**config.mk**
```make
export PLATFORM = sky130hd
export DESIGN_NAME = lane_multiply_texture_hash_top_flat
export DESIGN_NICKNAME = d
export VERILOG_FILES = /design/src/rtl/lmth_pkg.sv /design/src/rtl/lmth_if.sv /design/src/rtl/lane_multiply_texture_hash_top.sv /design/src/flat_wrapper.sv
export SDC_FILE = /design/constraint.sdc
export NUM_CORES = 2
export LEC_CHECK = 0
export BUFFER_PORTS_ARGS = -buffer_cell sky130_fd_sc_hd__buf_2
export CORE_ASPECT_RATIO = 0.7
export CORE_MARGIN = 2
export CORE_UTILIZATION = 35
export CTS_CLUSTER_SIZE = 25
export DETAILED_ROUTE_END_ITERATION = 7
export MAX_ROUTING_LAYER = met4
export PLACE_DENSITY = 0.57
export SLEW_MARGIN = 0
export SYNTH_ARGS = -nofsm -noshare
export SYNTH_HDL_FRONTEND = slang
export SYNTH_SLANG_ARGS = --single-unit
export TNS_END_PERCENT = 20
```
**constraint.sdc**
```tcl
create_clock -name i_clk -period 23.7 [get_ports i_clk]
set_input_delay 0 -clock i_clk [delete_from_list [all_inputs] [get_ports i_clk]]
set_output_delay 0 -clock i_clk [all_outputs]
set_load 0.01 [all_outputs]
```
**src/rtl/lmth_pkg.sv**
```systemverilog
// Shared types and constants of the lane multiply texture hash.
`default_nettype none
package lmth_pkg;

    localparam int LANES     = 8;
    localparam int LANE_W    = 16;
    localparam int WORDS     = 4;
    localparam int WORD_W    = 32;
    localparam int CHUNK_W   = LANES * LANE_W;

    // Group phase codes.
    localparam logic [1:0] PH_MAC  = 2'd0;
    localparam logic [1:0] PH_XOR  = 2'd1;
    localparam logic [1:0] PH_ADD  = 2'd2;
    localparam logic [1:0] PH_MXOR = 2'd3;

    localparam logic [LANE_W-1:0] MULT_STEP = 16'h2455;

    // Lane 0 sits in the low bits.
    localparam logic [CHUNK_W-1:0] MULT_INIT = {
        16'h0001, 16'h0083, 16'h4309, 16'h4d9b,
        16'hb651, 16'h4b73, 16'h9bd9, 16'hc00b
    };

    typedef struct packed {
        logic [63:0] data_lo;
        logic [63:0] data_hi;
        logic        block_mode;
        logic        upper_valid;
        logic        last;
    } t_chunk;

endpackage
`default_nettype wire

```
**src/rtl/lmth_if.sv**
```systemverilog
// Handshake interfaces for the chunk input and the hash result.
`default_nettype none
interface lmth_chunk_if;
    logic        valid;
    logic        ready;
    logic [63:0] data_lo;
    logic [63:0] data_hi;
    logic        block_mode;
    logic        upper_valid;
    logic        last;

    modport source (output valid, data_lo, data_hi, block_mode, upper_valid, last,
                    input ready);
    modport sink   (input valid, data_lo, data_hi, block_mode, upper_valid, last,
                    output ready);
endinterface

interface lmth_result_if;
    logic        valid;
    logic        ready;
    logic [31:0] hash;
    logic        group_error;

    modport source (output valid, hash, group_error, input ready);
    modport sink   (input valid, hash, group_error, output ready);
endinterface
`default_nettype wire

```
**src/rtl/lane_multiply_texture_hash_top.sv**
```systemverilog
// Top level of the lane multiply texture hash.
// The block takes one 16-byte chunk per cycle when not stalled and emits one 32-bit hash
// for each chunk marked last. A chunk is registered on acceptance and folded into
// the lane state as it leaves that register (eight 16x16 multiplies in parallel); a last
// chunk then hands a snapshot of the state to a finalize stage whose eight-word adder
// sum, or in simple mode the running sum, fills the result register. The state returns
// to its initial values with the snapshot, so the next message may follow at once. Only a
// last chunk can stall, and only while the snapshot is full and the result is not taken.
`default_nettype none
module lane_multiply_texture_hash_top (
    input  logic           i_clk,
    input  logic           i_rst_n,
    lmth_chunk_if.sink     i_chunk,
    lmth_result_if.source  o_result
);

    localparam int CW = lmth_pkg::CHUNK_W;
    localparam int LW = lmth_pkg::LANE_W;
    localparam int WW = lmth_pkg::WORD_W;

    // Input stage
    logic               r_s1_valid;
    lmth_pkg::t_chunk   r_s1;

    // Hash state
    logic [CW-1:0]      r_acc, n_acc;
    logic [CW-1:0]      r_mult, n_mult;
    logic [1:0]         r_phase;
    logic [WW-1:0]      r_sum, n_sum;

    // Finalize stage
    logic               r_fin_valid;
    logic               r_fin_block;
    logic               r_fin_err;
    logic [CW-1:0]      r_fin_acc;
    logic [CW-1:0]      r_fin_mult;
    logic [WW-1:0]      r_fin_sum;

    // Result register
    logic               r_out_valid;
    logic [WW-1:0]      r_out_hash;
    logic               r_out_err;

    logic               out_free, fin_free, s1_go, s1_free;
    logic [CW-1:0]      chunk;
    logic [LW-1:0]      prod [lmth_pkg::LANES];
    logic [WW-1:0]      fin_hash;

    assign out_free = !r_out_valid || o_result.ready;
    assign fin_free = !r_fin_valid || out_free;
    assign s1_go    = r_s1_valid && (!r_s1.last || fin_free);
    assign s1_free  = !r_s1_valid || s1_go;

    assign i_chunk.ready = s1_free;

    assign chunk = {r_s1.data_hi, r_s1.data_lo};

    always_comb begin
        logic [2*LW-1:0] full;
        for (int k = 0; k < lmth_pkg::LANES; k++) begin
            full    = chunk[k*LW +: LW] * r_mult[k*LW +: LW];
            prod[k] = full[LW-1:0];
        end
    end

    always_comb begin
        n_acc  = r_acc;
        n_mult = r_mult;
        case (r_phase)
            lmth_pkg::PH_MAC: begin
                for (int k = 0; k < lmth_pkg::LANES; k++)
                    n_acc[k*LW +: LW] = r_acc[k*LW +: LW] + prod[k];
            end
            lmth_pkg::PH_XOR: begin
                n_acc = r_acc ^ chunk;
            end
            lmth_pkg::PH_ADD: begin
                for (int w = 0; w < lmth_pkg::WORDS; w++)
                    n_acc[w*WW +: WW] = r_acc[w*WW +: WW] + chunk[w*WW +: WW];
            end
            lmth_pkg::PH_MXOR: begin
                for (int k = 0; k < lmth_pkg::LANES; k++) begin
                    n_acc[k*LW +: LW]  = r_acc[k*LW +: LW] ^ prod[k];
                    n_mult[k*LW +: LW] = r_mult[k*LW +: LW] + lmth_pkg::MULT_STEP;
                end
            end
            default: begin
                n_acc  = r_acc;
                n_mult = r_mult;
            end
        endcase
    end

    always_comb begin
        n_sum = r_sum + r_s1.data_lo[31:0];
        n_sum = n_sum ^ r_s1.data_lo[63:32];
        if (r_s1.upper_valid) begin
            n_sum = n_sum + r_s1.data_hi[31:0];
            n_sum = n_sum ^ r_s1.data_hi[63:32];
        end
    end

    always_ff @(posedge i_clk) begin
        if (!i_rst_n) begin
            r_s1_valid <= 1'b0;
        end else if (s1_free) begin
            r_s1_valid <= i_chunk.valid;
        end
        if (s1_free) begin
            r_s1.data_lo     <= i_chunk.data_lo;
            r_s1.data_hi     <= i_chunk.data_hi;
            r_s1.block_mode  <= i_chunk.block_mode;
            r_s1.upper_valid <= i_chunk.upper_valid;
            r_s1.last        <= i_chunk.last;
        end
    end

    always_ff @(posedge i_clk) begin
        if (!i_rst_n) begin
            r_acc   <= '0;
            r_mult  <= lmth_pkg::MULT_INIT;
            r_phase <= lmth_pkg::PH_MAC;
            r_sum   <= '0;
        end else if (s1_go) begin
            if (r_s1.last) begin
                r_acc   <= '0;
                r_mult  <= lmth_pkg::MULT_INIT;
                r_phase <= lmth_pkg::PH_MAC;
                r_sum   <= '0;
            end else if (r_s1.block_mode) begin
                r_acc   <= n_acc;
                r_mult  <= n_mult;
                r_phase <= r_phase + 2'd1;
            end else begin
                r_sum   <= n_sum;
            end
        end
    end

    // Snapshot of the state as the last chunk leaves it.
    always_ff @(posedge i_clk) begin
        if (!i_rst_n) begin
            r_fin_valid <= 1'b0;
        end else if (fin_free) begin
            r_fin_valid <= s1_go && r_s1.last;
        end
        if (fin_free && s1_go && r_s1.last) begin
            r_fin_block <= r_s1.block_mode;
            r_fin_err   <= r_s1.block_mode && (r_phase != lmth_pkg::PH_MXOR);
            r_fin_acc   <= n_acc;
            r_fin_mult  <= n_mult;
            r_fin_sum   <= r_s1.block_mode ? r_sum : n_sum;
        end
    end

    always_comb begin
        fin_hash = '0;
        for (int w = 0; w < lmth_pkg::WORDS; w++)
            fin_hash = fin_hash + r_fin_acc[w*WW +: WW] + r_fin_mult[w*WW +: WW];
        if (!r_fin_block)
            fin_hash = r_fin_sum;
    end

    always_ff @(posedge i_clk) begin
        if (!i_rst_n) begin
            r_out_valid <= 1'b0;
        end else if (out_free) begin
            r_out_valid <= r_fin_valid;
        end
        if (out_free && r_fin_valid) begin
            r_out_hash <= fin_hash;
            r_out_err  <= r_fin_err;
        end
    end

    assign o_result.valid       = r_out_valid;
    assign o_result.hash        = r_out_hash;
    assign o_result.group_error = r_out_err;

endmodule
`default_nettype wire

```
**src/flat_wrapper.sv**
```systemverilog
// flat-port wrapper written by rule: the top's interface ports become plain ports
module lane_multiply_texture_hash_top_flat 
  (i_clk, i_rst_n, i_chunk_valid, i_chunk_data_lo, i_chunk_data_hi, i_chunk_block_mode, i_chunk_upper_valid, i_chunk_last, i_chunk_ready, o_result_valid, o_result_hash, o_result_group_error, o_result_ready);
  lmth_chunk_if i_chunk_i ();
  lmth_result_if o_result_i ();
  input  logic i_clk;
  input  logic i_rst_n;
  input wire logic [$bits(i_chunk_i.valid)-1:0] i_chunk_valid;
  input wire logic [$bits(i_chunk_i.data_lo)-1:0] i_chunk_data_lo;
  input wire logic [$bits(i_chunk_i.data_hi)-1:0] i_chunk_data_hi;
  input wire logic [$bits(i_chunk_i.block_mode)-1:0] i_chunk_block_mode;
  input wire logic [$bits(i_chunk_i.upper_valid)-1:0] i_chunk_upper_valid;
  input wire logic [$bits(i_chunk_i.last)-1:0] i_chunk_last;
  output wire logic [$bits(i_chunk_i.ready)-1:0] i_chunk_ready;
  output wire logic [$bits(o_result_i.valid)-1:0] o_result_valid;
  output wire logic [$bits(o_result_i.hash)-1:0] o_result_hash;
  output wire logic [$bits(o_result_i.group_error)-1:0] o_result_group_error;
  input wire logic [$bits(o_result_i.ready)-1:0] o_result_ready;
  assign i_chunk_i.valid = i_chunk_valid;
  assign i_chunk_i.data_lo = i_chunk_data_lo;
  assign i_chunk_i.data_hi = i_chunk_data_hi;
  assign i_chunk_i.block_mode = i_chunk_block_mode;
  assign i_chunk_i.upper_valid = i_chunk_upper_valid;
  assign i_chunk_i.last = i_chunk_last;
  assign i_chunk_ready = i_chunk_i.ready;
  assign o_result_valid = o_result_i.valid;
  assign o_result_hash = o_result_i.hash;
  assign o_result_group_error = o_result_i.group_error;
  assign o_result_i.ready = o_result_ready;
  lane_multiply_texture_hash_top u_core (.i_clk(i_clk), .i_rst_n(i_rst_n), .i_chunk(i_chunk_i), .o_result(o_result_i));
endmodule
```
=== After elaboration in Yosys (flattened, before gate mapping) ===
Cells that the tools add are included.

* $add $sub $neg: 30
* Equal/unequal tests: 4
* Reductions and logical operators: 17
* Multiply operators: 8
* Bitwise gates (word level): 11
* Multiplexer cells: 12

{| class="wikitable"
|+ Operator list
! operator !! number
|-
| $mux W128 || 5
|-
| $pmux W128 S4 || 1
|-
| $add A32 B32 Y32 || 13
|-
| $add A16 B14 Y16 const B || 8
|-
| $add A16 B16 Y16 || 8
|-
| $mul A16 B16 Y16 || 8
|-
| $mux W32 || 4
|-
| $xor A128 B128 Y128 || 1
|-
| $xor A16 B16 Y16 || 8
|-
| $xor A32 B32 Y32 || 2
|-
| $logic_and A1 B1 Y1 || 6
|-
| $eq A2 B2 Y1 const B || 2
|-
| $logic_not A1 Y1 || 4
|-
| $logic_or A1 B1 Y1 || 4
|-
| $mux W2 || 2
|-
| $add A2 B1 Y2 const B || 1
|-
| $eq A2 B1 Y1 const B || 1
|-
| $logic_not A2 Y1 || 1
|-
| $ne A2 B2 Y1 const B || 1
|-
| $reduce_and A2 Y1 || 1
|-
| $reduce_bool A2 Y1 || 1
|}

* Output and inout bits: 35
* Bits in registers: 747

=== Depth between registers and ports, before layout ===
* Word-level depth: 8
* Mapped depth: 30
* Gate-level depth less buffers: 28

=== Least setup slack after synthesis ===
No wires, ideal clock.

* Path type: flip-flop to flip-flop
* Start: reg u_core.r_out_valid, in the netlist u_core.o_result.valid
* End: reg u_core.r_fin_acc[0], enable pin
* Buffers on the path: 0
* Data required time: 22754 ps
* Stages on the path, launching flop included: 4
* Arrival time: 12700 ps
* Path slack: 10053 ps
* Path through: dfxtp_1 > nor2b_1 > and2_1 > nor2_1

* Word-level cells in the longest chain between the ends: 7

{| class="wikitable"
|+ RTL lines
! element !! line !! source
|-
| start, declared || lane_multiply_texture_hash_top.sv:40 || <nowiki>logic r_out_valid;</nowiki>
|-
| start signal, assigned || lane_multiply_texture_hash_top.sv:168 || <nowiki>r_out_valid <= r_fin_valid;</nowiki>
|-
| $logic_not A1 Y1 (*) || lane_multiply_texture_hash_top.sv:49 || <nowiki>assign out_free = !r_out_valid || o_result.ready;</nowiki>
|-
| $logic_or A1 B1 Y1 (*) || lane_multiply_texture_hash_top.sv:49 ||
|-
| $logic_or A1 B1 Y1 (*) || lane_multiply_texture_hash_top.sv:50 || <nowiki>assign fin_free = !r_fin_valid || out_free;</nowiki>
|-
| $logic_or A1 B1 Y1 || lane_multiply_texture_hash_top.sv:51 || <nowiki>assign s1_go = r_s1_valid && (!r_s1.last || fin_free);</nowiki>
|-
| $logic_and A1 B1 Y1 || lane_multiply_texture_hash_top.sv:51 ||
|-
| $logic_and A1 B1 Y1 (*) (2 in series) || lane_multiply_texture_hash_top.sv:147 || <nowiki>if (fin_free && s1_go && r_s1.last) begin</nowiki>
|-
| end signal, assigned || lane_multiply_texture_hash_top.sv:150 || <nowiki>r_fin_acc <= n_acc;</nowiki>
|-
| end, declared || lane_multiply_texture_hash_top.sv:35 || <nowiki>logic [CW-1:0] r_fin_acc;</nowiki>
|}

Mark *: on every way between the ends. The rest lies on a longest branch, timed or not.
A chain may end at the register's enable or synchronous reset.

=== Worst setup path in the final report ===
* Start: reg u_core.r_s1 (netlist bit u_core.chunk[36])
* End: reg u_core.r_acc[47]

* Word-level cells in the longest chain between the ends: 5
* Elaborated cells between the ends (all ways): 7
* Those cells by class: 2 x add/sub; 1 x mul; 3 x mux; 1 x bitwise

{| class="wikitable"
|+ RTL lines
! element !! line !! source
|-
| start, declared || lane_multiply_texture_hash_top.sv:23 || <nowiki>lmth_pkg::t_chunk r_s1;</nowiki>
|-
| $mul A16 B16 Y16 || lane_multiply_texture_hash_top.sv:61 || <nowiki>full = chunk[k*LW +: LW] * r_mult[k*LW +: LW];</nowiki>
|-
| $add A16 B16 Y16 / $xor A16 B16 Y16 (equally long branches) || lane_multiply_texture_hash_top.sv:72, lane_multiply_texture_hash_top.sv:83 ||
|-
| $pmux W128 S4 (*) || lane_multiply_texture_hash_top.sv:69 || <nowiki>case (r_phase)</nowiki>
|-
| named net u_core.n_acc[47] || lane_multiply_texture_hash_top.sv:26 || <nowiki>logic [CW-1:0] r_acc, n_acc;</nowiki>
|-
| $mux W128 (*) || lane_multiply_texture_hash_top.sv:130 || <nowiki>end else if (r_s1.block_mode) begin</nowiki>
|-
| $mux W128 (*) || lane_multiply_texture_hash_top.sv:125 || <nowiki>if (r_s1.last) begin</nowiki>
|-
| end signal, assigned || lane_multiply_texture_hash_top.sv:131 || <nowiki>r_acc <= n_acc;</nowiki>
|-
| end, declared || lane_multiply_texture_hash_top.sv:26 ||
|}

The timed path passes the listed nets; every way through them passes the cells marked *. The select of a mux whose other input is x is not followed.

==> run summary <==
* # nets final: 10800
* Relative slew margins: 0.156
* clock network latency to the later pin of the worst-skew pair: 750 ps
* highest routing layer actually used: met4
* required time at the worst-slack endpoint: 24320 ps
* total routing usage reported by global routing: 0.247
* final antenna-violating net count: 0
* total area of multi-input combinational cells: 57200 µm²
* met2 routed wirelength: 115000 µm
* Final Max Slew Viols: 0
* CTS buffer count: 92
* width of the die: 586 µm
* setup TNS: 0 ps
* y dimension of the die: 412 µm
* run status: finished with violations
* final routed wire length divided by cell count: 23.5 µm
* warnings from Yosys: 0
* std cell rows: 149
* number of buffer cells added on primary ports: 169
* core box area: 236000 µm²
* Root Buffer Master: sky130_fd_sc_hd__clkbuf_16
* Min Clock Period, post-route: 7150 ps
* Mapped Avg Cell Area: 9.31 µm²
* setup repair after global routing missed its margin: false
* clk buf depth: 3
* Met1 Routed Length: 138000 µm
* type of the worst setup path: reg2reg
* syn nets: 10600
* Achievable Freq: 140 MHz
* Iter 0 DRT Violations: 7575
* Residual DRC: 2
* worst clock skew: 58.0 ps
* actual transition at the worst max-transition pin: 1260 ps
* routed via count divided by cell count: 5.43
* cell area after technology mapping: 83100 µm²
* total die area: 241000 µm²
* Max Fanout on Critical Path: 14
* CTS tree: yes
* proportion of synthesized chip area in sequential cells: 0.235
* Register Area: 19500 µm²
* Design Area, Final: 92700 µm²
* cell types occupying the most area after synthesis: sky130_fd_sc_hd__fa_1 (20%), sky130_fd_sc_hd__edfxtp_1 (16%), sky130_fd_sc_hd__ha_1 (11%), sky130_fd_sc_hd__dfxtp_1 (7.1%), sky130_fd_sc_hd__xnor2_1 (6.4%)
* fraction of final layout cells with drive strength greater than 1: 0.0561
* Max H-tree Level: 3
* cell count after synthesis: 8921
* arrival time reported for the critical path endpoint: 7780 ps
* CTS resizes: 0
* final count of negative-setup-slack endpoints: 0
* cell accounting for the most synthesized area: sky130_fd_sc_hd__fa_1
* number of search-and-repair iterations in the first detailed-routing pass: 8
* standard cell area after detailed placement: 86900 µm²
* fraction of registers with async set/reset: 0
* cell leakage power: 40.6 nW
* kind of end point of the critical path: flop
* post-layout total power: 8.93 mW
* number of library cell types mapped by synthesis: 98
* wire length of the first global-routing pass: 432000 µm
* flip-flop and latch count after synthesis: 747
* final hold violation count: 0
* share of the clock period used by the worst path: 0.302
* initial core utilization: 0.352
* path category of the worst min-delay check: in2reg
* failing checks: design-rule violations
* Max-Cap Viols: 0
* flip-flop cell with the highest count after synthesis: sky130_fd_sc_hd__edfxtp_1
* half-perimeter wire length after detailed placement: 221000 µm
* antenna violations before repair: 26
* number of enable flip-flop cells after synthesis: 454
* Area Growth Syn to Fin: 11.6%
* via count of the first global-routing pass: 65300
* # fillers: 23300
* remaining global-route overflow: 0
* # clock sinks: 747
* routed wire length: 291000 µm
* worst hold margin: 80.3 ps
* maximum number of pins on one net before global-route repair: 163
* routed via count: 67000
* power density over the cells: 96.4 nW/µm²
* startpoint type of the worst setup path: flop
* post-synth top area share: 0.202
* weighted congestion reported at the end of routability-driven placement: 0.993
* Clk pin slew, worst setup/hold paths: 70 ps
* met3 routed wirelength: 31400 µm
* number of top-level design ports: 170
* Non-Filler Instances: 12400
* cell total after placement: 11900
* maximum vdd drop: 0.000152 V
[cells in the final DEF, fill, tap and decap left out, types with 36 or more instances in the layout]
cell / count
sky130_fd_sc_hd__inv_1: 1309
sky130_fd_sc_hd__o21a_1: 78
sky130_fd_sc_hd__fa_1: 837
sky130_fd_sc_hd__a211oi_1: 52
sky130_fd_sc_hd__dlygate4sd3_1: 255
sky130_fd_sc_hd__nor2_1: 244
sky130_fd_sc_hd__a222oi_1: 55
sky130_fd_sc_hd__nand3_1: 94
sky130_fd_sc_hd__mux2_2: 36
sky130_fd_sc_hd__nor3_1: 83
sky130_fd_sc_hd__xnor2_1: 604
sky130_fd_sc_hd__o22ai_1: 55
sky130_fd_sc_hd__a21o_1: 155
sky130_fd_sc_hd__a21oi_1: 361
sky130_fd_sc_hd__and2_1: 609
sky130_fd_sc_hd__a22oi_1: 148
sky130_fd_sc_hd__nand2_1: 877
sky130_fd_sc_hd__o21ai_0: 258
sky130_fd_sc_hd__buf_2: 168
sky130_fd_sc_hd__o21bai_1: 47
sky130_fd_sc_hd__a22o_1: 82
sky130_fd_sc_hd__dfxtp_1: 293
sky130_fd_sc_hd__and3_1: 40
sky130_fd_sc_hd__xor2_1: 194
sky130_fd_sc_hd__buf_4: 64
sky130_fd_sc_hd__mux2i_1: 36
sky130_fd_sc_hd__clkbuf_16: 97
sky130_fd_sc_hd__o211ai_1: 45
sky130_fd_sc_hd__ha_1: 747
sky130_fd_sc_hd__nor2b_1: 187
sky130_fd_sc_hd__or3_1: 39
sky130_fd_sc_hd__edfxtp_1: 454
sky130_fd_sc_hd__nand2b_1: 68
sky130_fd_sc_hd__a31oi_1: 41
[power breakdown]
group          total [mW]  internal [mW]  switching, mW
combinational        5.64           2.26           3.38
clock                1.54          0.854          0.686
sequential           1.75           1.61          0.145
total                8.93           4.72           4.21
[worst max-delay path, stage by stage, from the launching register on]
cell and delay [ps]:
sky130_fd_sc_hd__edfxtp_1 1030, sky130_fd_sc_hd__and2_1 250, sky130_fd_sc_hd__fa_1 440, sky130_fd_sc_hd__fa_1 490, sky130_fd_sc_hd__ha_1 210, sky130_fd_sc_hd__fa_1 490
sky130_fd_sc_hd__inv_1 60, sky130_fd_sc_hd__fa_1 510, sky130_fd_sc_hd__fa_1 500, sky130_fd_sc_hd__inv_1 50, sky130_fd_sc_hd__ha_1 330, sky130_fd_sc_hd__inv_1 70
sky130_fd_sc_hd__o21bai_1 70, sky130_fd_sc_hd__a21oi_1 300, sky130_fd_sc_hd__xnor2_1 130, sky130_fd_sc_hd__ha_1 240, sky130_fd_sc_hd__or3_1 370, sky130_fd_sc_hd__or3_1 360
sky130_fd_sc_hd__a31o_2 250, sky130_fd_sc_hd__a21oi_1 230, sky130_fd_sc_hd__o21ai_0 150, sky130_fd_sc_hd__xnor2_1 140, sky130_fd_sc_hd__mux2i_1 130, sky130_fd_sc_hd__a22o_1 260
[repair_timing]
item | 4_1_cts | 5_1_grt
hold buffers | 255 | 0
setup buffers | 0 | 0
endpoints found under the hold margin | 201 | 0
[worst paths after layout]
kind                                               startpoint                       endpoint  slack (ps)  depth (start not counted)
worst max register to register     u_core.chunk[36]$_DFFE_PP_  u_core.r_acc[47]$_SDFFE_PN0P_       16550                         23
worst min register to register  u_core.r_sum[22]$_SDFFE_PN0P_  u_core.r_sum[22]$_SDFFE_PN0P_         480                          2
worst min-delay path                      i_chunk_data_lo[41]     u_core.chunk[41]$_DFFE_PP_          80                          2
worst max-delay path               u_core.chunk[36]$_DFFE_PP_  u_core.r_acc[47]$_SDFFE_PN0P_       16550                         23
[synth_stat cells (37+ instances only)]
| master | instances |
|---|---|
| sky130_fd_sc_hd__a31oi_1 | 41 |
| sky130_fd_sc_hd__clkbuf_1 | 345 |
| sky130_fd_sc_hd__ha_1 | 751 |
| sky130_fd_sc_hd__edfxtp_1 | 454 |
| sky130_fd_sc_hd__nor2_1 | 246 |
| sky130_fd_sc_hd__o211ai_1 | 45 |
| sky130_fd_sc_hd__o21a_1 | 78 |
| sky130_fd_sc_hd__xnor2_1 | 604 |
| sky130_fd_sc_hd__o21ai_0 | 258 |
| sky130_fd_sc_hd__nand2b_1 | 68 |
| sky130_fd_sc_hd__a22oi_1 | 148 |
| sky130_fd_sc_hd__and2_1 | 611 |
| sky130_fd_sc_hd__buf_2 | 37 |
| sky130_fd_sc_hd__and3_1 | 41 |
| sky130_fd_sc_hd__a21o_1 | 155 |
| sky130_fd_sc_hd__or3_1 | 39 |
| sky130_fd_sc_hd__a222oi_1 | 55 |
| sky130_fd_sc_hd__nand2_1 | 879 |
| sky130_fd_sc_hd__o22ai_1 | 55 |
| sky130_fd_sc_hd__nor2b_1 | 188 |
| sky130_fd_sc_hd__a21oi_1 | 362 |
| sky130_fd_sc_hd__a211oi_1 | 52 |
| sky130_fd_sc_hd__xor2_1 | 194 |
| sky130_fd_sc_hd__nor3_1 | 83 |
| sky130_fd_sc_hd__nand3_1 | 95 |
| sky130_fd_sc_hd__a22o_1 | 82 |
| sky130_fd_sc_hd__o21bai_1 | 47 |
| sky130_fd_sc_hd__inv_1 | 1310 |
| sky130_fd_sc_hd__fa_1 | 837 |
| sky130_fd_sc_hd__dfxtp_1 | 293 |
[metal layers]
| layer | vias to the layer above | track usage |
|---|---|---|
| met5 | - | - |
| met4 | 0 | 0.0511 |
| met3 | 349 | 0.0539 |
| met2 | 3090 | 0.332 |
| met1 | 33600 | 0.373 |
| li1 | 30000 | - |
[flip-flops by register name, summed over array words and instances, names as in the netlist, 2 cells and up]
| name | cells |
|---|---|
| u_core.r_fin_mult | 128 |
| u_core.r_fin_acc | 128 |
| u_core.r_s1 | 3 |
| u_core.r_mult | 128 |
| u_core.r_sum | 32 |
| u_core.chunk | 128 |
| u_core.o_result.hash | 32 |
| u_core.r_fin_sum | 32 |
| u_core.r_acc | 128 |
| u_core.r_phase | 2 |
[stage by stage]
stage / worst slack [ps] / utilization
6_report: 16550 / 0.393
3_3_place_gp: 16550 / 0.369
4_1_cts: 16600 / 0.393
3_5_place_dp: 16600 / 0.369
2_1_floorplan: 10050 / -
5_1_grt: 16090 / 0.393
[cell type report]
type | count | area share
Clock inverter | 57 | 0.00624
Clock buffer | 116 | 0.0284
Inverter | 1311 | 0.0531
Sequential cell | 747 | 0.210
Timing Repair Buffer | 490 | 0.0423
Tap cell | 3171 | 0.0428
Multi-Input combinational cell | 6451 | 0.617
Antenna cell | 13 | 0.000351
[logic make-up after synthesis]
| family | share of synthesized area |
|---|---|
| AOI/OAI and AO/OA | 0.138 |
| DFF | 0.235 |
| and+or+nand+nor | 0.140 |
| adders and majority gates | 0.315 |
| xor gates and xnor gates | 0.0841 |
| muxes | 0.00922 |
| buffers and inverters | 0.0784 |
Power figures use the tool's default switching activity.
